<file path="config.mk">
export PLATFORM = sky130hd
export DESIGN_NAME = json_base64_field_extractor_core
export DESIGN_NICKNAME = d
export VERILOG_FILES = /design/src/hw/rtl/jbfe_pkg.sv /design/src/hw/rtl/jbfe_cmd_queue.sv /design/src/hw/rtl/jbfe_front.sv /design/src/hw/rtl/jbfe_back.sv /design/src/hw/rtl/json_base64_field_extractor_core.sv
export SDC_FILE = /design/constraint.sdc
export NUM_CORES = 1
export LEC_CHECK = 0
export BUFFER_PORTS_ARGS = -buffer_cell sky130_fd_sc_hd__buf_2
export CAP_MARGIN = 20
export CORE_ASPECT_RATIO = 1.75
export CORE_UTILIZATION = 58
export CTS_BUF_LIST = sky130_fd_sc_hd__clkbuf_8 sky130_fd_sc_hd__clkbuf_16
export CTS_CLUSTER_SIZE = 24
export DETAILED_ROUTE_END_ITERATION = 6
export PLACE_DENSITY = 0.75
export SETUP_SLACK_MARGIN = 0.2
export SYNTH_ARGS = -nofsm -noshare
export SYNTH_HDL_FRONTEND = slang
export SYNTH_HIERARCHICAL = 1
export SYNTH_SLANG_ARGS = --single-unit
export TNS_END_PERCENT = 50
</file>
<file path="constraint.sdc">
create_clock -name clk_i -period 4.3 [get_ports clk_i]
set_input_delay 0 -clock clk_i [delete_from_list [all_inputs] [get_ports clk_i]]
set_output_delay 0 -clock clk_i [all_outputs]
set_load 0.05 [all_outputs]
</file>
<file path="src/hw/rtl/jbfe_pkg.sv">
// Shared types, constants and helper functions of the base64 field extractor
`timescale 1ns / 1ps
package jbfe_pkg;

  localparam int unsigned HeadThreshold = 8;
  localparam int unsigned HeadDepth     = 16;
  localparam int unsigned KeyLen        = 10;
  localparam int unsigned CmdDepth      = 4;
  localparam int unsigned ResDepth      = 4;
  localparam int unsigned CmdPtrW       = $clog2(CmdDepth);
  localparam int unsigned CmdCntW       = $clog2(CmdDepth + 1);
  localparam int unsigned ResPtrW       = $clog2(ResDepth);
  localparam int unsigned ResCntW       = $clog2(ResDepth + 1);
  localparam int unsigned HeadIdxW      = $clog2(HeadDepth);
  localparam int unsigned HeadCntW      = $clog2(HeadDepth + 1);

  localparam logic [7:0] CH_QUOTE = 8'h22;
  localparam logic [7:0] CH_COLON = 8'h3A;
  localparam logic [7:0] CH_EQ    = 8'h3D;
  localparam logic [7:0] CH_MINUS = 8'h2D;
  localparam logic [7:0] CH_UNDER = 8'h5F;
  localparam logic [7:0] CH_PLUS  = 8'h2B;
  localparam logic [7:0] CH_SLASH = 8'h2F;
  localparam logic [7:0] CH_LC_N  = 8'h6E;
  localparam logic [7:0] CH_SPACE = 8'h20;
  localparam logic [7:0] CH_TAB   = 8'h09;
  localparam logic [7:0] CH_LF    = 8'h0A;
  localparam logic [7:0] CH_CR    = 8'h0D;

  localparam logic [7:0] MAGIC_FF  = 8'hFF;
  localparam logic [7:0] MAGIC_D8  = 8'hD8;
  localparam logic [7:0] MAGIC_89  = 8'h89;
  localparam logic [7:0] MAGIC_P   = 8'h50;
  localparam logic [7:0] MAGIC_N   = 8'h4E;
  localparam logic [7:0] MAGIC_G   = 8'h47;
  localparam logic [7:0] MAGIC_R   = 8'h52;
  localparam logic [7:0] MAGIC_I   = 8'h49;
  localparam logic [7:0] MAGIC_F   = 8'h46;

  typedef enum logic [1:0] {
    KIND_BYTE   = 2'd0,
    KIND_TAG    = 2'd1,
    KIND_STATUS = 2'd2
  } out_kind_e;

  typedef enum logic [1:0] {
    FMT_JPG  = 2'd0,
    FMT_PNG  = 2'd1,
    FMT_WEBP = 2'd2,
    FMT_BIN  = 2'd3
  } format_e;

  typedef enum logic [3:0] {
    STAT_OK         = 4'd0,
    STAT_NO_COLON   = 4'd1,
    STAT_NULL       = 4'd2,
    STAT_NOT_STRING = 4'd3,
    STAT_BAD_CHAR   = 4'd4,
    STAT_BAD_LENGTH = 4'd5,
    STAT_DECODE_ERR = 4'd6,
    STAT_NO_KEY     = 4'd7,
    STAT_TRUNCATED  = 4'd8
  } status_e;

  typedef enum logic [1:0] {
    PH_HUNT  = 2'd0,
    PH_AFTER = 2'd1,
    PH_VALUE = 2'd2
  } phase_e;

  typedef enum logic [1:0] {
    OP_PLAIN = 2'd0,
    OP_HOLD  = 2'd1,
    OP_OPEN  = 2'd2
  } op_e;

  typedef enum logic [2:0] {
    STEP_WRITE  = 3'd0,
    STEP_TAG    = 3'd1,
    STEP_HEAD   = 3'd2,
    STEP_BYTE   = 3'd3,
    STEP_STATUS = 3'd4
  } step_e;

  typedef struct packed {
    op_e                 op;
    logic [1:0]          nbytes;
    logic [2:0][7:0]     bytes;
    logic [HeadCntW-1:0] base;
    logic                stat_vld;
    status_e             stat;
  } cmd_t;

  typedef struct packed {
    out_kind_e  kind;
    logic [7:0] data;
    format_e    fmt;
    status_e    stat;
    logic       last;
  } res_t;

  function automatic logic is_space(input logic [7:0] c);
    return (c == CH_SPACE) || (c == CH_TAB) || (c == CH_LF) || (c == CH_CR);
  endfunction

  // bit 6 set marks a character outside the alphabet
  function automatic logic [6:0] sextet(input logic [7:0] c);
    logic [6:0] v;
    v = 7'd64;
    if (c >= 8'h41 && c <= 8'h5A) v = 7'(c - 8'h41);
    else if (c >= 8'h61 && c <= 8'h7A) v = 7'(c - 8'h61 + 8'd26);
    else if (c >= 8'h30 && c <= 8'h39) v = 7'(c - 8'h30 + 8'd52);
    else if (c == CH_PLUS) v = 7'd62;
    else if (c == CH_SLASH) v = 7'd63;
    return v;
  endfunction

  function automatic logic [7:0] key_char(input logic [3:0] idx);
    logic [7:0] c;
    case (idx)
      4'd0:    c = CH_QUOTE;
      4'd1:    c = 8'h62;
      4'd2:    c = 8'h36;
      4'd3:    c = 8'h34;
      4'd4:    c = CH_UNDER;
      4'd5:    c = 8'h6A;
      4'd6:    c = 8'h73;
      4'd7:    c = 8'h6F;
      4'd8:    c = CH_LC_N;
      4'd9:    c = CH_QUOTE;
      default: c = 8'h00;
    endcase
    return c;
  endfunction

endpackage

</file>
<file path="src/hw/rtl/jbfe_cmd_queue.sv">
// Command queue between the parser front and the result sequencer
`timescale 1ns / 1ps
module jbfe_cmd_queue
  import jbfe_pkg::*;
(
  input  logic clk_i,
  input  logic rst_ni,
  input  logic push_i,
  input  cmd_t cmd_i,
  output logic full_o,
  output logic vld_o,
  output cmd_t cmd_o,
  input  logic pop_i
);

  cmd_t                entry_q [CmdDepth];
  logic [CmdPtrW-1:0]  wr_ptr_q, wr_ptr_d;
  logic [CmdPtrW-1:0]  rd_ptr_q, rd_ptr_d;
  logic [CmdCntW-1:0]  cnt_q, cnt_d;
  logic                do_push, do_pop;

  assign full_o  = (cnt_q == CmdCntW'(CmdDepth));
  assign vld_o   = (cnt_q != '0);
  assign cmd_o   = entry_q[rd_ptr_q];
  assign do_push = push_i && !full_o;
  assign do_pop  = pop_i && vld_o;

  always_comb begin
    wr_ptr_d = do_push ? CmdPtrW'(wr_ptr_q + 1'b1) : wr_ptr_q;
    rd_ptr_d = do_pop ? CmdPtrW'(rd_ptr_q + 1'b1) : rd_ptr_q;
    cnt_d    = cnt_q;
    if (do_push && !do_pop) cnt_d = CmdCntW'(cnt_q + 1'b1);
    else if (do_pop && !do_push) cnt_d = CmdCntW'(cnt_q - 1'b1);
  end

  always_ff @(posedge clk_i or negedge rst_ni) begin
    if (!rst_ni) begin
      wr_ptr_q <= '0;
      rd_ptr_q <= '0;
      cnt_q    <= '0;
    end else begin
      wr_ptr_q <= wr_ptr_d;
      rd_ptr_q <= rd_ptr_d;
      cnt_q    <= cnt_d;
    end
  end

  always_ff @(posedge clk_i) begin
    if (do_push) begin
      entry_q[wr_ptr_q] <= cmd_i;
    end
  end

endmodule

</file>
<file path="src/hw/rtl/jbfe_front.sv">
// Parser front: key scan, value framing and base64 quad decode into commands
`timescale 1ns / 1ps
module jbfe_front
  import jbfe_pkg::*;
(
  input  logic       clk_i,
  input  logic       rst_ni,
  input  logic       in_vld_i,
  input  logic       kind_i,
  input  logic [7:0] byte_i,
  output logic       cmd_vld_o,
  output cmd_t       cmd_o
);

  typedef struct packed {
    logic            err;
    logic [1:0]      len;
    logic [2:0][7:0] bytes;
  } dec_t;

  function automatic dec_t decode_quad(input logic [3:0][7:0] q);
    dec_t       d;
    logic [3:0] eq;
    logic [6:0] sx;
    logic [23:0] word;
    d    = '0;
    eq   = '0;
    word = '0;
    for (int i = 0; i < 4; i++) begin
      eq[i] = (q[i] == CH_EQ);
      sx    = sextet(q[i]);
      if (!eq[i] && sx[6]) d.err = 1'b1;
      word[23-6*i -: 6] = eq[i] ? 6'd0 : sx[5:0];
    end
    if (!(eq == 4'b0000 || eq == 4'b1000 || eq == 4'b1100)) d.err = 1'b1;
    d.len      = (eq == 4'b0000) ? 2'd3 : ((eq == 4'b1000) ? 2'd2 : 2'd1);
    d.bytes[0] = word[23:16];
    d.bytes[1] = word[15:8];
    d.bytes[2] = word[7:0];
    return d;
  endfunction

  phase_e              phase_q, phase_d;
  logic [3:0]          key_pos_q, key_pos_d;
  logic                colon_q, colon_d;
  logic [7:0]          quad_q [3];
  logic [1:0]          qc_q, qc_d;
  logic                quad_we;
  logic [HeadCntW-1:0] head_cnt_q, head_cnt_d;
  logic                opened_q, opened_d;
  logic                finished_q, finished_d;
  logic                failed_q, failed_d;

  logic                active, end_mark, sp, key_hit, key_done;
  logic                v_quote, v_bad, open_val;
  logic [7:0]          norm;
  logic [6:0]          norm_sx;
  logic [3:0][7:0]     qa;
  dec_t                dec;
  logic [HeadCntW-1:0] fl_sum;
  logic                fl_opens;
  op_e                 fl_op;

  assign end_mark = in_vld_i && kind_i;
  assign active   = in_vld_i && !kind_i && !failed_q && !finished_q;
  assign sp       = is_space(byte_i);
  assign key_hit  = (byte_i == key_char(key_pos_q));
  assign key_done = key_hit && (key_pos_q == 4'(KeyLen - 1));
  assign open_val = colon_q && !sp && (byte_i == CH_QUOTE);
  assign v_quote  = (byte_i == CH_QUOTE);

  always_comb begin
    norm = byte_i;
    if (byte_i == CH_MINUS) norm = CH_PLUS;
    else if (byte_i == CH_UNDER) norm = CH_SLASH;
  end

  assign norm_sx = sextet(norm);
  assign v_bad   = (norm != CH_EQ) && norm_sx[6];

  always_comb begin
    for (int i = 0; i < 3; i++) begin
      qa[i] = (v_quote && (2'(i) >= qc_q)) ? CH_EQ : quad_q[i];
    end
    qa[3] = v_quote ? CH_EQ : norm;
  end

  assign dec      = decode_quad(qa);
  assign fl_sum   = HeadCntW'(head_cnt_q + HeadCntW'(dec.len));
  assign fl_opens = !opened_q && (fl_sum >= HeadCntW'(HeadThreshold));
  assign fl_op    = opened_q ? OP_PLAIN : (fl_opens ? OP_OPEN : OP_HOLD);

  always_comb begin
    phase_d = phase_q;
    if (end_mark) begin
      phase_d = PH_HUNT;
    end else if (active) begin
      unique case (phase_q)
        PH_HUNT: begin
          if (key_done) phase_d = PH_AFTER;
        end
        PH_AFTER: begin
          if (open_val) phase_d = PH_VALUE;
        end
        PH_VALUE: begin
          phase_d = PH_VALUE;
        end
        default: phase_d = PH_HUNT;
      endcase
    end
  end

  always_comb begin
    key_pos_d  = key_pos_q;
    colon_d    = colon_q;
    qc_d       = qc_q;
    quad_we    = 1'b0;
    head_cnt_d = head_cnt_q;
    opened_d   = opened_q;
    finished_d = finished_q;
    failed_d   = failed_q;
    cmd_vld_o  = 1'b0;
    cmd_o      = '0;
    if (end_mark) begin
      if (!failed_q && !finished_q) begin
        cmd_vld_o    = 1'b1;
        cmd_o.stat_vld = 1'b1;
        cmd_o.stat   = (phase_q == PH_VALUE) ? STAT_TRUNCATED : STAT_NO_KEY;
      end
      key_pos_d  = '0;
      colon_d    = 1'b0;
      qc_d       = '0;
      head_cnt_d = '0;
      opened_d   = 1'b0;
      finished_d = 1'b0;
      failed_d   = 1'b0;
    end else if (active) begin
      unique case (phase_q)
        PH_HUNT: begin
          if (key_done) begin
            key_pos_d = '0;
            colon_d   = 1'b0;
          end else if (key_hit) begin
            key_pos_d = 4'(key_pos_q + 1'b1);
          end else begin
            key_pos_d = (byte_i == CH_QUOTE) ? 4'd1 : 4'd0;
          end
        end
        PH_AFTER: begin
          if (!sp) begin
            if (!colon_q) begin
              if (byte_i != CH_COLON) begin
                failed_d       = 1'b1;
                cmd_vld_o      = 1'b1;
                cmd_o.stat_vld = 1'b1;
                cmd_o.stat     = STAT_NO_COLON;
              end else begin
                colon_d = 1'b1;
              end
            end else if (byte_i == CH_LC_N) begin
              failed_d       = 1'b1;
              cmd_vld_o      = 1'b1;
              cmd_o.stat_vld = 1'b1;
              cmd_o.stat     = STAT_NULL;
            end else if (byte_i != CH_QUOTE) begin
              failed_d       = 1'b1;
              cmd_vld_o      = 1'b1;
              cmd_o.stat_vld = 1'b1;
              cmd_o.stat     = STAT_NOT_STRING;
            end
          end
        end
        PH_VALUE: begin
          if (v_quote) begin
            qc_d = '0;
            if (qc_q == 2'd1) begin
              failed_d       = 1'b1;
              cmd_vld_o      = 1'b1;
              cmd_o.stat_vld = 1'b1;
              cmd_o.stat     = STAT_BAD_LENGTH;
            end else if (qc_q != 2'd0 && dec.err) begin
              failed_d       = 1'b1;
              cmd_vld_o      = 1'b1;
              cmd_o.stat_vld = 1'b1;
              cmd_o.stat     = STAT_DECODE_ERR;
            end else begin
              finished_d     = 1'b1;
              cmd_vld_o      = 1'b1;
              cmd_o.stat_vld = 1'b1;
              cmd_o.stat     = opened_q ? STAT_OK : STAT_TRUNCATED;
              if (qc_q != 2'd0) begin
                cmd_o.op     = fl_op;
                cmd_o.nbytes = dec.len;
                cmd_o.bytes  = dec.bytes;
                cmd_o.base   = head_cnt_q;
                cmd_o.stat   = (opened_q || fl_opens) ? STAT_OK : STAT_TRUNCATED;
                if (!opened_q) head_cnt_d = fl_sum;
                if (fl_opens) opened_d = 1'b1;
              end
            end
          end else if (!sp) begin
            if (v_bad) begin
              failed_d       = 1'b1;
              cmd_vld_o      = 1'b1;
              cmd_o.stat_vld = 1'b1;
              cmd_o.stat     = STAT_BAD_CHAR;
            end else if (qc_q == 2'd3) begin
              qc_d = '0;
              if (dec.err) begin
                failed_d       = 1'b1;
                cmd_vld_o      = 1'b1;
                cmd_o.stat_vld = 1'b1;
                cmd_o.stat     = STAT_DECODE_ERR;
              end else begin
                cmd_vld_o    = 1'b1;
                cmd_o.op     = fl_op;
                cmd_o.nbytes = dec.len;
                cmd_o.bytes  = dec.bytes;
                cmd_o.base   = head_cnt_q;
                if (!opened_q) head_cnt_d = fl_sum;
                if (fl_opens) opened_d = 1'b1;
              end
            end else begin
              quad_we = 1'b1;
              qc_d    = 2'(qc_q + 1'b1);
            end
          end
        end
        default: begin
          key_pos_d = '0;
        end
      endcase
    end
  end

  always_ff @(posedge clk_i or negedge rst_ni) begin
    if (!rst_ni) begin
      phase_q    <= PH_HUNT;
      key_pos_q  <= '0;
      colon_q    <= 1'b0;
      qc_q       <= '0;
      head_cnt_q <= '0;
      opened_q   <= 1'b0;
      finished_q <= 1'b0;
      failed_q   <= 1'b0;
    end else begin
      phase_q    <= phase_d;
      key_pos_q  <= key_pos_d;
      colon_q    <= colon_d;
      qc_q       <= qc_d;
      head_cnt_q <= head_cnt_d;
      opened_q   <= opened_d;
      finished_q <= finished_d;
      failed_q   <= failed_d;
    end
  end

  always_ff @(posedge clk_i) begin
    if (quad_we) begin
      quad_q[qc_q] <= norm;
    end
  end

endmodule

</file>
<file path="src/hw/rtl/jbfe_back.sv">
// Result sequencer: head store, format tag, byte bursts and the result queue
`timescale 1ns / 1ps
module jbfe_back
  import jbfe_pkg::*;
(
  input  logic       clk_i,
  input  logic       rst_ni,
  input  logic       cmd_vld_i,
  input  cmd_t       cmd_i,
  output logic       cmd_pop_o,
  output logic       empty_o,
  input  logic       pop_i,
  output logic [1:0] out_kind_o,
  output logic [7:0] out_byte_o,
  output logic [1:0] format_o,
  output logic [3:0] status_o,
  output logic       last_o
);

  logic [7:0]          head_q [HeadDepth];
  step_e               step_q, step_d, step_cur, step_nx;
  logic [HeadIdxW-1:0] idx_q, idx_d, idx_cur, idx_nx;
  logic                fresh_q, fresh_d;
  logic                emit, done, adv, head_we;
  res_t                res;
  logic [HeadCntW-1:0] dump;
  format_e             fmt;

  res_t                res_q [ResDepth];
  logic [ResPtrW-1:0]  wr_ptr_q, rd_ptr_q;
  logic [ResCntW-1:0]  cnt_q, cnt_d;
  logic                res_full, res_push, res_pop;

  assign dump = HeadCntW'(cmd_i.base + HeadCntW'(cmd_i.nbytes));

  always_comb begin
    fmt = FMT_BIN;
    if (dump >= HeadCntW'(3) && head_q[0] == MAGIC_FF && head_q[1] == MAGIC_D8 &&
        head_q[2] == MAGIC_FF) begin
      fmt = FMT_JPG;
    end else if (dump >= HeadCntW'(4) && head_q[0] == MAGIC_89 && head_q[1] == MAGIC_P &&
                 head_q[2] == MAGIC_N && head_q[3] == MAGIC_G) begin
      fmt = FMT_PNG;
    end else if (dump >= HeadCntW'(4) && head_q[0] == MAGIC_R && head_q[1] == MAGIC_I &&
                 head_q[2] == MAGIC_F && head_q[3] == MAGIC_F) begin
      fmt = FMT_WEBP;
    end
  end

  always_comb begin
    if (!fresh_q) step_cur = step_q;
    else if (cmd_i.op != OP_PLAIN) step_cur = STEP_WRITE;
    else if (cmd_i.nbytes != 2'd0) step_cur = STEP_BYTE;
    else step_cur = STEP_STATUS;
    idx_cur = fresh_q ? '0 : idx_q;
  end

  // outputs of the sequencer step
  always_comb begin
    emit    = 1'b0;
    done    = 1'b0;
    head_we = 1'b0;
    res     = '0;
    step_nx = step_cur;
    idx_nx  = idx_cur;
    if (cmd_vld_i) begin
      unique case (step_cur)
        STEP_WRITE: begin
          head_we = 1'b1;
          idx_nx  = '0;
          if (cmd_i.op == OP_OPEN) step_nx = STEP_TAG;
          else if (cmd_i.stat_vld) step_nx = STEP_STATUS;
          else done = 1'b1;
        end
        STEP_TAG: begin
          emit     = 1'b1;
          res.kind = KIND_TAG;
          res.fmt  = fmt;
          step_nx  = STEP_HEAD;
          idx_nx   = '0;
        end
        STEP_HEAD: begin
          emit     = 1'b1;
          res.kind = KIND_BYTE;
          res.data = head_q[idx_cur];
          idx_nx   = HeadIdxW'(idx_cur + 1'b1);
          if ({1'b0, idx_cur} == HeadCntW'(dump - 1'b1)) begin
            if (cmd_i.stat_vld) step_nx = STEP_STATUS;
            else begin
              done     = 1'b1;
              res.last = 1'b1;
            end
          end
        end
        STEP_BYTE: begin
          emit     = 1'b1;
          res.kind = KIND_BYTE;
          res.data = cmd_i.bytes[idx_cur[1:0]];
          idx_nx   = HeadIdxW'(idx_cur + 1'b1);
          if (idx_cur[1:0] == 2'(cmd_i.nbytes - 1'b1)) begin
            if (cmd_i.stat_vld) step_nx = STEP_STATUS;
            else begin
              done     = 1'b1;
              res.last = 1'b1;
            end
          end
        end
        STEP_STATUS: begin
          emit     = 1'b1;
          res.kind = KIND_STATUS;
          res.stat = cmd_i.stat;
          res.last = 1'b1;
          done     = 1'b1;
        end
        default: begin
          done = 1'b1;
        end
      endcase
    end
  end

  assign adv       = cmd_vld_i && (!emit || !res_full);
  assign cmd_pop_o = adv && done;
  assign res_push  = emit && adv;

  // next sequencer state
  always_comb begin
    step_d  = step_q;
    idx_d   = idx_q;
    fresh_d = fresh_q;
    if (adv) begin
      fresh_d = done;
      step_d  = step_nx;
      idx_d   = idx_nx;
    end
  end

  always_ff @(posedge clk_i or negedge rst_ni) begin
    if (!rst_ni) begin
      step_q  <= STEP_WRITE;
      idx_q   <= '0;
      fresh_q <= 1'b1;
    end else begin
      step_q  <= step_d;
      idx_q   <= idx_d;
      fresh_q <= fresh_d;
    end
  end

  always_ff @(posedge clk_i) begin
    if (head_we && adv) begin
      for (int i = 0; i < 3; i++) begin
        if (2'(i) < cmd_i.nbytes) begin
          head_q[HeadIdxW'(cmd_i.base + HeadCntW'(i))] <= cmd_i.bytes[i];
        end
      end
    end
  end

  assign res_full = (cnt_q == ResCntW'(ResDepth));
  assign empty_o  = (cnt_q == '0);
  assign res_pop  = pop_i && !empty_o;

  always_comb begin
    cnt_d = cnt_q;
    if (res_push && !res_pop) cnt_d = ResCntW'(cnt_q + 1'b1);
    else if (res_pop && !res_push) cnt_d = ResCntW'(cnt_q - 1'b1);
  end

  always_ff @(posedge clk_i or negedge rst_ni) begin
    if (!rst_ni) begin
      wr_ptr_q <= '0;
      rd_ptr_q <= '0;
      cnt_q    <= '0;
    end else begin
      if (res_push) wr_ptr_q <= ResPtrW'(wr_ptr_q + 1'b1);
      if (res_pop) rd_ptr_q <= ResPtrW'(rd_ptr_q + 1'b1);
      cnt_q <= cnt_d;
    end
  end

  always_ff @(posedge clk_i) begin
    if (res_push) begin
      res_q[wr_ptr_q] <= res;
    end
  end

  assign out_kind_o = res_q[rd_ptr_q].kind;
  assign out_byte_o = res_q[rd_ptr_q].data;
  assign format_o   = res_q[rd_ptr_q].fmt;
  assign status_o   = res_q[rd_ptr_q].stat;
  assign last_o     = res_q[rd_ptr_q].last;

endmodule

</file>
<file path="src/hw/rtl/json_base64_field_extractor_core.sv">
// Top level of the base64 field extractor: front, command queue and back
//
//  channel   | direction | handshake         | payload
//  request   | in        | push / full       | kind_i, body_byte_i
//  result    | out       | empty / pop       | out_kind_o, out_byte_o, format_o, status_o,
//            |           |                   | last_o
//
//  One request a cycle is taken while the four-entry command queue has room.
//  The back sequencer delivers one result a cycle, while it has room, into a four-entry
//  result queue; a request that writes the head store first takes a head write step, and
//  one that fills it then gives its tag and held bytes (up to twelve results in all).
//  Reset clears all control state; the head store and quad buffer need no clearing.
//  A full result queue stalls the sequencer, which in turn lets the command queue fill.
`timescale 1ns / 1ps
module json_base64_field_extractor_core
  import jbfe_pkg::*;
(
  input  logic       clk_i,
  input  logic       rst_ni,
  input  logic       push,
  output logic       full,
  input  logic       kind_i,
  input  logic [7:0] body_byte_i,
  output logic       empty,
  input  logic       pop,
  output logic [1:0] out_kind_o,
  output logic [7:0] out_byte_o,
  output logic [1:0] format_o,
  output logic [3:0] status_o,
  output logic       last_o
);

  logic in_vld;
  logic fr_cmd_vld;
  cmd_t fr_cmd;
  logic q_vld;
  cmd_t q_cmd;
  logic q_pop;

  assign in_vld = push && !full;

  jbfe_front u_front (
    .clk_i     (clk_i),
    .rst_ni    (rst_ni),
    .in_vld_i  (in_vld),
    .kind_i    (kind_i),
    .byte_i    (body_byte_i),
    .cmd_vld_o (fr_cmd_vld),
    .cmd_o     (fr_cmd)
  );

  jbfe_cmd_queue u_cmd_queue (
    .clk_i  (clk_i),
    .rst_ni (rst_ni),
    .push_i (fr_cmd_vld),
    .cmd_i  (fr_cmd),
    .full_o (full),
    .vld_o  (q_vld),
    .cmd_o  (q_cmd),
    .pop_i  (q_pop)
  );

  jbfe_back u_back (
    .clk_i      (clk_i),
    .rst_ni     (rst_ni),
    .cmd_vld_i  (q_vld),
    .cmd_i      (q_cmd),
    .cmd_pop_o  (q_pop),
    .empty_o    (empty),
    .pop_i      (pop),
    .out_kind_o (out_kind_o),
    .out_byte_o (out_byte_o),
    .format_o   (format_o),
    .status_o   (status_o),
    .last_o     (last_o)
  );

endmodule

</file>
==> results by group, run 1 <==
Synth
  • Synth area leader: edfxtp_1
  • Mapped cell area: about 24,000 µm²
  • Seq/Total Area, Yosys: between 50% and 60%
  • Post-synth EDFFs: roughly 370
  • Post-synthesis cell count: about 2,300
  • Mean Syn Cell Area: between 10 and 15 µm²
  • Synth Net Count: approximately 2,400
  • Synth area leaders: edfxtp_1 46%, mux4_2 5.9%, nand2_1 5.7%
  • Top post-synthesis cells by count: 372 x edfxtp_1, 363 x nand2_1, 252 x nor2_1, 140 x a31oi_1, 109 x clkbuf_1
  • Post-synth top area share: a little under half
  • Most frequently used cell type in the post-synthesis netlist: edfxtp_1
  • Yosys reg bits: 411
  • Asr flop ratio synth: 9.49%
  • Count of cell types in the netlist: roughly 110
  • Ys flop type: edfxtp_1
  • Yosys warnings: 6

STA
  • Shortest period the worst path allows: 4.45 ns
  • Hold Slack: 0.0433 ns
  • Final worst setup slack: -0.152 ns
  • Fin Clk Skew: roughly 0.029 ns
  • Hold violation count in the final report: 0
  • Measured slew at the worst slew-check pin: roughly 1.1 ns
  • Tcrit/Tclk final: 104%
  • Slew HR: about 28%
  • Slew Limit Fails: 0
  • Fmax: between 200 and 250 MHz
  • RSZ-0062 raised after global routing: yes
  • Final setup vio count: 2

Clock network
  • Reg clk slew, reported paths: approximately 0.070 ns
  • CTS Buffer Depth: 3
  • H-tree depth: 2
  • Clock Latency Late Sink: between 0.5 and 0.6 ns
  • CTS root buffer: clkbuf_16
  • CTS buffer count: 37
  • CTS tree: yes
  • CTS sink count: a little over 400

Route
  • Via-to-Cell Ratio: 6.52
  • Detailed-route DRC error count: 5
  • Total number of vias: ~19,000
  • Routed len/inst: around 23 µm
  • Detailed Route WL: ~67,000 µm
  • First drt pass iteration count: 7
  • DRT iter0 DRCs: approximately 1,900
  • Post-DRT Antenna Nets: 0

Final layout
  • Syn-to-layout area delta: 11.0%
  • Util after Layout: about two thirds
  • Share of cells above drive strength 1: between 10% and 20%
  • Post-route cell area: 26,800 µm²
  • Antenna Cells: 0
  • Layout Nets: between 2,000 and 2,500

Hold path
  • Worst Hold Class: input pin to register
  • Hold Crit Start: kind_i
  • Worst Hold Depth: 3

Setup path
  • Critical path arrival: between 4 and 5 ns
  • Worst setup EP type: register
  • Worst reg2reg startpoint: u_cmd_queue/rd_ptr_q[0]$_DFFE_PN0P_
  • Path depth of the worst reg2reg path: 16
  • Setup CP Type: register to register
  • CP startpoint: u_cmd_queue/rd_ptr_q[0]$_DFFE_PN0P_
  • WP data required: approximately 4.7 ns
  • Crit Path Max Fanout: 5
  • CP Launch Type: register

Power
  • Sequential share of power: 34.9%
  • Sw frac: about two fifths
  • Peak supply drop: slightly above 400 µV
  • PwrDens: between 500 and 600 nW/µm²
  • Clock power share: ~20%
  • P_int: 9.49 mW
  • Lkg Pwr: 9.71 nW
  • Switching pwr: 6.39 mW
  • Comb pwr share: around 45%

Die
  • Rows: 98
  • Height of the die: around 270 µm
  • I/O Pins: 32
  • Initial core utilization: between 50% and 60%
  • Die W: between 150 and 200 µm
  • Die area: roughly 42,000 µm²
  • Area of the core: slightly above 40,000 µm²

GRT
  • Vias in the first global route: 18,652
  • Overflow after GRT: 0
  • Total GRT Usage: about a third
  • Initial antenna violation count: 0
  • Largest net degree at the start of global routing: 51
  • First-pass GRT wire length: 103,000 µm

Place
  • Port-buffer cells: 31
  • GPL Wtd Cong: about 0.98
  • DP HPWL: around 47,000 µm
  • Post-Place Cell Area: roughly 25,000 µm²
  • Dpl ws: -0.223 ns

Outcome
  • Failing checks: design-rule violations, negative setup slack
  • Run status: complete, but fails checks

Job
  • Max-cap violations: 0
critical path, stage by stage, from the launching register on:
cell and delay (ns):
dfrtp_2 0.42, mux4_2 0.56, ha_4 0.19, fa_2 0.59, inv_2 0.06, ha_4 0.16
nor4b_4 0.12, a41o_1 0.21, o21ai_1 0.15, nor4b_4 0.24, nand4b_1 0.18, a221oi_2 0.33
nand2_1 0.12, ha_2 0.24, inv_2 0.06, fa_1 0.42, mux2_4 0.27
placed cells by master, fill, tap and decap left out, types with 24 or more instances in the layout:
cell       instances
nor3_1            28
o21ai_0           82
dfrtp_1           35
a21oi_1           54
buf_2             31
buf_4            131
edfxtp_1         372
xnor2_1           24
clkbuf_16         39
mux2i_1           41
inv_1             81
nand2b_1          29
nand2_1          363
mux4_2            63
ha_1              53
a31oi_1          136
nor2_1           243
nand3_1           41
routing by layer:
layer | global-route usage [%] | wire length (µm) | part of all wire, % | up-vias
met3 | 4.20 | 4470 | 6.6 | 280
met2 | 57.0 | 34700 | 52 | 945
met1 | 34.5 | 22800 | 34 | 9100
met5 | 0 | 0 | 0 | -
li1 | - | - | - | 8526
met4 | 22.2 | 5460 | 8.1 | 0
area by class of cell:
class / instances / area, µm²
Timing Repair Buffer: 175 / 1350
Inverter: 77 / 289
Clock inverter: 25 / 199
Tap cell: 550 / 688
Fill cell: 3145 / 14200
Sequential cell: 411 / 12200
Clock buffer: 40 / 967
Multi-Input combinational cell: 1612 / 11100
path summary, 6_finish.rpt:
path	slack [ns]	end
max	-0.15	u_cmd_queue/cnt_q[1]$_DFFE_PN0P_
min	0.04	u_front/opened_q$_DFFE_PN0P_
max reg2reg	-0.15	u_cmd_queue/cnt_q[1]$_DFFE_PN0P_
min reg2reg	0.52	u_back/cnt_q[2]$_DFFE_PN0P_
max in group asynchronous	3.30	u_back/fresh_q$_DFFE_PN1N_
min in group asynchronous	0.44	u_front/key_pos_q[0]$_DFFE_PN0P_
per-stage QoR:
stage / total power, mW / instances / setup TNS (ns)
6_report: 15.9 / 2890 / -0.257
5_1_grt: 16.5 / 2890 / -0.711
4_1_cts: 15.6 / 2871 / -0.236
3_5_place_dp: 12.3 / 2796 / -0.406
3_3_place_gp: 12.1 / 2796 / -0.0972
2_1_floorplan: 10.4 / 2281 / -0.177
repair_timing:
action | in CTS | in global routing
hold endpoints to repair | 50 | 10
resized for setup | 14 | 40
buffers inserted | 5 | 15
pin swaps | 4 | 14
setup endpoints to repair | 44 | 232
hold buffers | 5 | 1
cloned | 0 | 2
power by group through the flow:
| stage | combinational (mW) | sequential [mW] | clock [mW] |
|---|---|---|---|
| final | 7.11 | 5.54 | 3.23 |
| after floorplan | 4.98 | 5.44 | 0 |
| after detailed placement | 6.70 | 5.62 | 0 |
| after global routing | 7.54 | 5.59 | 3.40 |
| after global placement | 6.51 | 5.57 | 0 |
| after CTS | 6.83 | 5.54 | 3.28 |
state kept, by name, indices dropped and copies added (netlist names), 3 cells and up:
signal,count
u_cmd_queue/entry_q,152
u_back/head_q,128
u_back/res_q,68
u_front/quad_q,24
u_front/head_cnt_q,5
u_back/idx_q,4
u_front/key_pos_q,4
u_back/cnt_q,3
u_back/step_q,3
u_cmd_queue/cnt_q,3
cells by family after synthesis:
group / after synthesis / share of synthesized area [%]
adder cells (fa/ha/maj): 63 / 3.39
AND/OR/NAND/NOR: 907 / 18.2
multiplexers: 109 / 7.84
XOR/XNOR: 39 / 1.42
buffers and inverters: 258 / 4.81
flip-flops: 411 / 50.4
AO/OA/AOI/OAI: 494 / 13.9
Power figures use the tool's default switching activity.
==> run 2: changes to the inputs <==
Settings changed: CORE_ASPECT_RATIO 1.75 to 0.75, SLEW_MARGIN from default to 20.
==> run 2 against run 1 <==
Against the previous run: the flow finishes with violations (negative setup slack); worst hold slack better by 0.030 ns; worst setup slack better by 0.020 ns; wire length is 6.1% higher; largest cell class unchanged.
==> results by group, run 2 (same netlist as run 1, synthesis figures left out) <==
Route
  • Detailed Route WL: 71,500 µm (was 67,400 µm)
  • Routed len/inst: 24.9 µm (was 23.3 µm)
  • DRT iter0 DRCs: 3,312 (was 1,915)
  • First drt pass iteration count: 7 (unchanged)
  • Total number of vias: 19,612 (was 18,851)
  • Post-DRT Antenna Nets: 0 (unchanged)
  • Via-to-Cell Ratio: 6.82 (was 6.52)
  • Detailed-route DRC error count: 0 (was 5)

Final layout
  • Commonest non-fill, non-tap cell in the layout: edfxtp_1 (unchanged)
  • Layout Nets: 2,391 (was 2,390)
  • Top Registers: u_cmd_queue/entry_q (152), u_back/head_q (128), u_back/res_q (68) (unchanged)
  • Share of cells above drive strength 1: 17.9% (was 17.1%)
  • Reg with most FFs: u_cmd_queue/entry_q (unchanged)
  • Most frequent cells in the layout: 372 x edfxtp_1, 360 x nand2_1, 246 x nor2_1, 138 x a31oi_1, 121 x buf_4 (was 372 x edfxtp_1, 363 x nand2_1, 243 x nor2_1, 136 x a31oi_1, 131 x buf_4)
  • Syn-to-layout area delta: 11.8% (was 11.0%)
  • Antenna Cells: 0 (unchanged)
  • Max reg flops: 152 (unchanged)

Setup path
  • Worst setup EP type: register (unchanged)
  • Slowest library cell on the worst path: fa_2 (unchanged)
  • Worst r2r dst: u_cmd_queue/cnt_q[1]$_DFFE_PN0P_ (unchanged)
  • CP Launch Type: register (unchanged)
  • Crit Path Max Fanout: 5 (unchanged)
  • Critical path arrival: 4.87 ns (was 4.88 ns)
  • Path depth of the worst reg2reg path: 16 (unchanged)
  • Setup CP Type: register to register (unchanged)
  • Worst reg2reg startpoint: u_cmd_queue/rd_ptr_q[0]$_DFFE_PN0P_ (unchanged)
  • FF-to-FF setup slack: -0.13 ns (was -0.15 ns)
  • CP max stage delay: 0.58 ns (was 0.59 ns)
  • Cell Chain, Critical Path: mux4_2, ha_4, fa_2, inv_2, ha_4, nor4b_4, a41o_1, o21ai_2, nor4b_4, nand4b_1, a221oi_2, nand2_1, ha_2, inv_2, fa_2, mux2_2 (was mux4_2, ha_4, fa_2, inv_2, ha_4, nor4b_4, a41o_1, o21ai_1, nor4b_4, nand4b_1, a221oi_2, nand2_1, ha_2, inv_2, fa_1, mux2_4)
  • WP data required: 4.74 ns (was 4.73 ns)

STA
  • Sum Neg Setup Slack: -0.274 ns (was -0.257 ns)
  • Slew Limit Fails: 0 (unchanged)
  • Hold violation count in the final report: 0 (unchanged)
  • Fin Clk Skew: 0.0332 ns (was 0.0294 ns)
  • Final worst setup slack: -0.132 ns (was -0.152 ns)
  • Slew HR: 21.7% (was 27.8%)
  • Shortest period the worst path allows: 4.43 ns (was 4.45 ns)
  • Fmax: 226 MHz (was 225 MHz)
  • Tcrit/Tclk final: 103% (was 104%)
  • Final setup vio count: 3 (was 2)
  • Measured slew at the worst slew-check pin: 1.17 ns (was 1.08 ns)
  • RSZ-0062 raised after global routing: yes (unchanged)

Hold path
  • Worst Hold Class: input pin to async pin (was input pin to register)

GRT
  • Largest net degree at the start of global routing: 52 (was 51)
  • Total GRT Usage: 33.3% (was 31.9%)
  • Initial antenna violation count: 1 (was 0)
  • Overflow after GRT: 0 (unchanged)
  • First-pass GRT wire length: 107,000 µm (was 103,000 µm)
  • Vias in the first global route: 17,979 (was 18,652)

Outcome
  • Run status: complete, but fails checks (unchanged)
  • Failing checks: negative setup slack (was design-rule violations, negative setup slack)

Die
  • I/O Pins: 32 (unchanged)
  • Die W: 237 µm (was 156 µm)
  • Area of the core: 40,800 µm² (was 41,000 µm²)
  • Height of the die: 179 µm (was 272 µm)
  • Rows: 64 (was 98)
  • Initial core utilization: 59.0% (was 58.9%)
  • Die area: 42,400 µm² (about the same)

Place
  • DP HPWL: 47,900 µm (was 46,700 µm)
  • GPL Wtd Cong: 1.00 (was 0.984)
  • Port-buffer cells: 31 (unchanged)
  • Dpl ws: -0.170 ns (was -0.223 ns)

Clock network
  • CTS sink count: 411 (unchanged)
  • Reg clk slew, reported paths: 0.06 ns (was 0.07 ns)
  • CTS buffer count: 41 (was 37)
  • H-tree depth: 2 (unchanged)
  • CTS Buffer Depth: 3 (unchanged)
  • CTS tree: yes (unchanged)
  • Clock Latency Late Sink: 0.57 ns (was 0.55 ns)
  • CTS root buffer: clkbuf_16 (unchanged)

Power
  • Peak supply drop: 448 µV (was 414 µV)
  • Lkg Pwr: 9.79 nW (was 9.71 nW)
  • PwrDens: 621 nW/µm² (was 593 nW/µm²)

Job
  • Max-cap violations: 0 (unchanged)
run 2: cell count changes in the layout (fill, tap and decap cells not counted), sizes merged:
cell / before / now
buf: 167 / 166
bufinv: 2 / 4
clkbuf: 42 / 44
clkinv: 12 / 13
clkinvlp: 2 / 4
dlygate4sd3: 6 / 5
inv: 86 / 87
run 2: repair_timing:
action / CTS / global route
cloned: 0 / 1
resized for setup: 19 / 60
setup endpoints to repair: 33 / 172
hold buffers: 5 / 0
pin swaps: 6 / 20
setup buffers: 8 / 12
endpoints found under the hold margin: 51 / 0
run 2: metal layers:
metal	part of all wire [%]	vias up	GRT usage, %
li1	-	8555	-
met1	41	9442	49.4
met2	42	1460	46.9
met3	15	153	10.2
met4	2.3	2	9.57
met5	0.011	-	0
run 2: worst max-delay path by stage:
stage	from	to	slack, ns	cells after the start
after floorplan	u_cmd_queue/rd_ptr_q[0]$_DFFE_PN0P_	u_cmd_queue/cnt_q[1]$_DFFE_PN0P_	-0.15	18
final	u_cmd_queue/rd_ptr_q[0]$_DFFE_PN0P_	u_cmd_queue/cnt_q[1]$_DFFE_PN0P_	-0.13	16
after global routing	u_cmd_queue/rd_ptr_q[0]$_DFFE_PN0P_	u_cmd_queue/cnt_q[1]$_DFFE_PN0P_	-0.30	16
after CTS	u_cmd_queue/rd_ptr_q[0]$_DFFE_PN0P_	u_cmd_queue/cnt_q[1]$_DFFE_PN0P_	-0.02	16
after detailed placement	u_cmd_queue/rd_ptr_q[0]$_DFFE_PN0P_	u_cmd_queue/cnt_q[1]$_DFFE_PN0P_	-0.17	16
after global placement	u_cmd_queue/rd_ptr_q[0]$_DFFE_PN0P_	u_cmd_queue/cnt_q[1]$_DFFE_PN0P_	-0.006	16
run 2: stage by stage:
step	power (mW)	hold WS [ns]	std cells	instance area, µm²	util [%]
2_1_floorplan	10.4	-0.296	2281	24200	-
3_3_place_gp	12.3	0.127	2774	25000	61.3
3_5_place_dp	12.5	0.124	2774	25000	61.3
4_1_cts	16.3	0.0577	2861	26600	65.0
5_1_grt	17.3	0.108	2874	27000	66.0
6_report	16.7	0.0730	2874	27000	66.0
run 2: layout make-up:
class / instances / area, µm²
Timing Repair Buffer: 172 / 1350
Tap cell: 528 / 661
Fill cell: 2969 / 13900
Sequential cell: 411 / 12200
Multi-Input combinational cell: 1612 / 11200
Clock inverter: 31 / 278
Clock buffer: 43 / 1050
Inverter: 77 / 289
run 2: where the power goes:
group,total [mW],switching (mW),leakage [nW],internal [mW]
sequential,5.59,0.379,4.04,5.21
clock,3.60,1.57,0.673,2.03
combinational,7.55,4.87,5.08,2.68
run 2: worst max-delay path, delay by kind of cell (launching register included):
family / cells / cell delay, ns
AND/OR/NAND/NOR: 4 / 0.66
multiplexers: 2 / 0.84
buffers and inverters: 2 / 0.13
flip-flops: 1 / 0.42
adder cells (fa/ha/maj): 5 / 1.61
AO/OA/AOI/OAI: 3 / 0.66
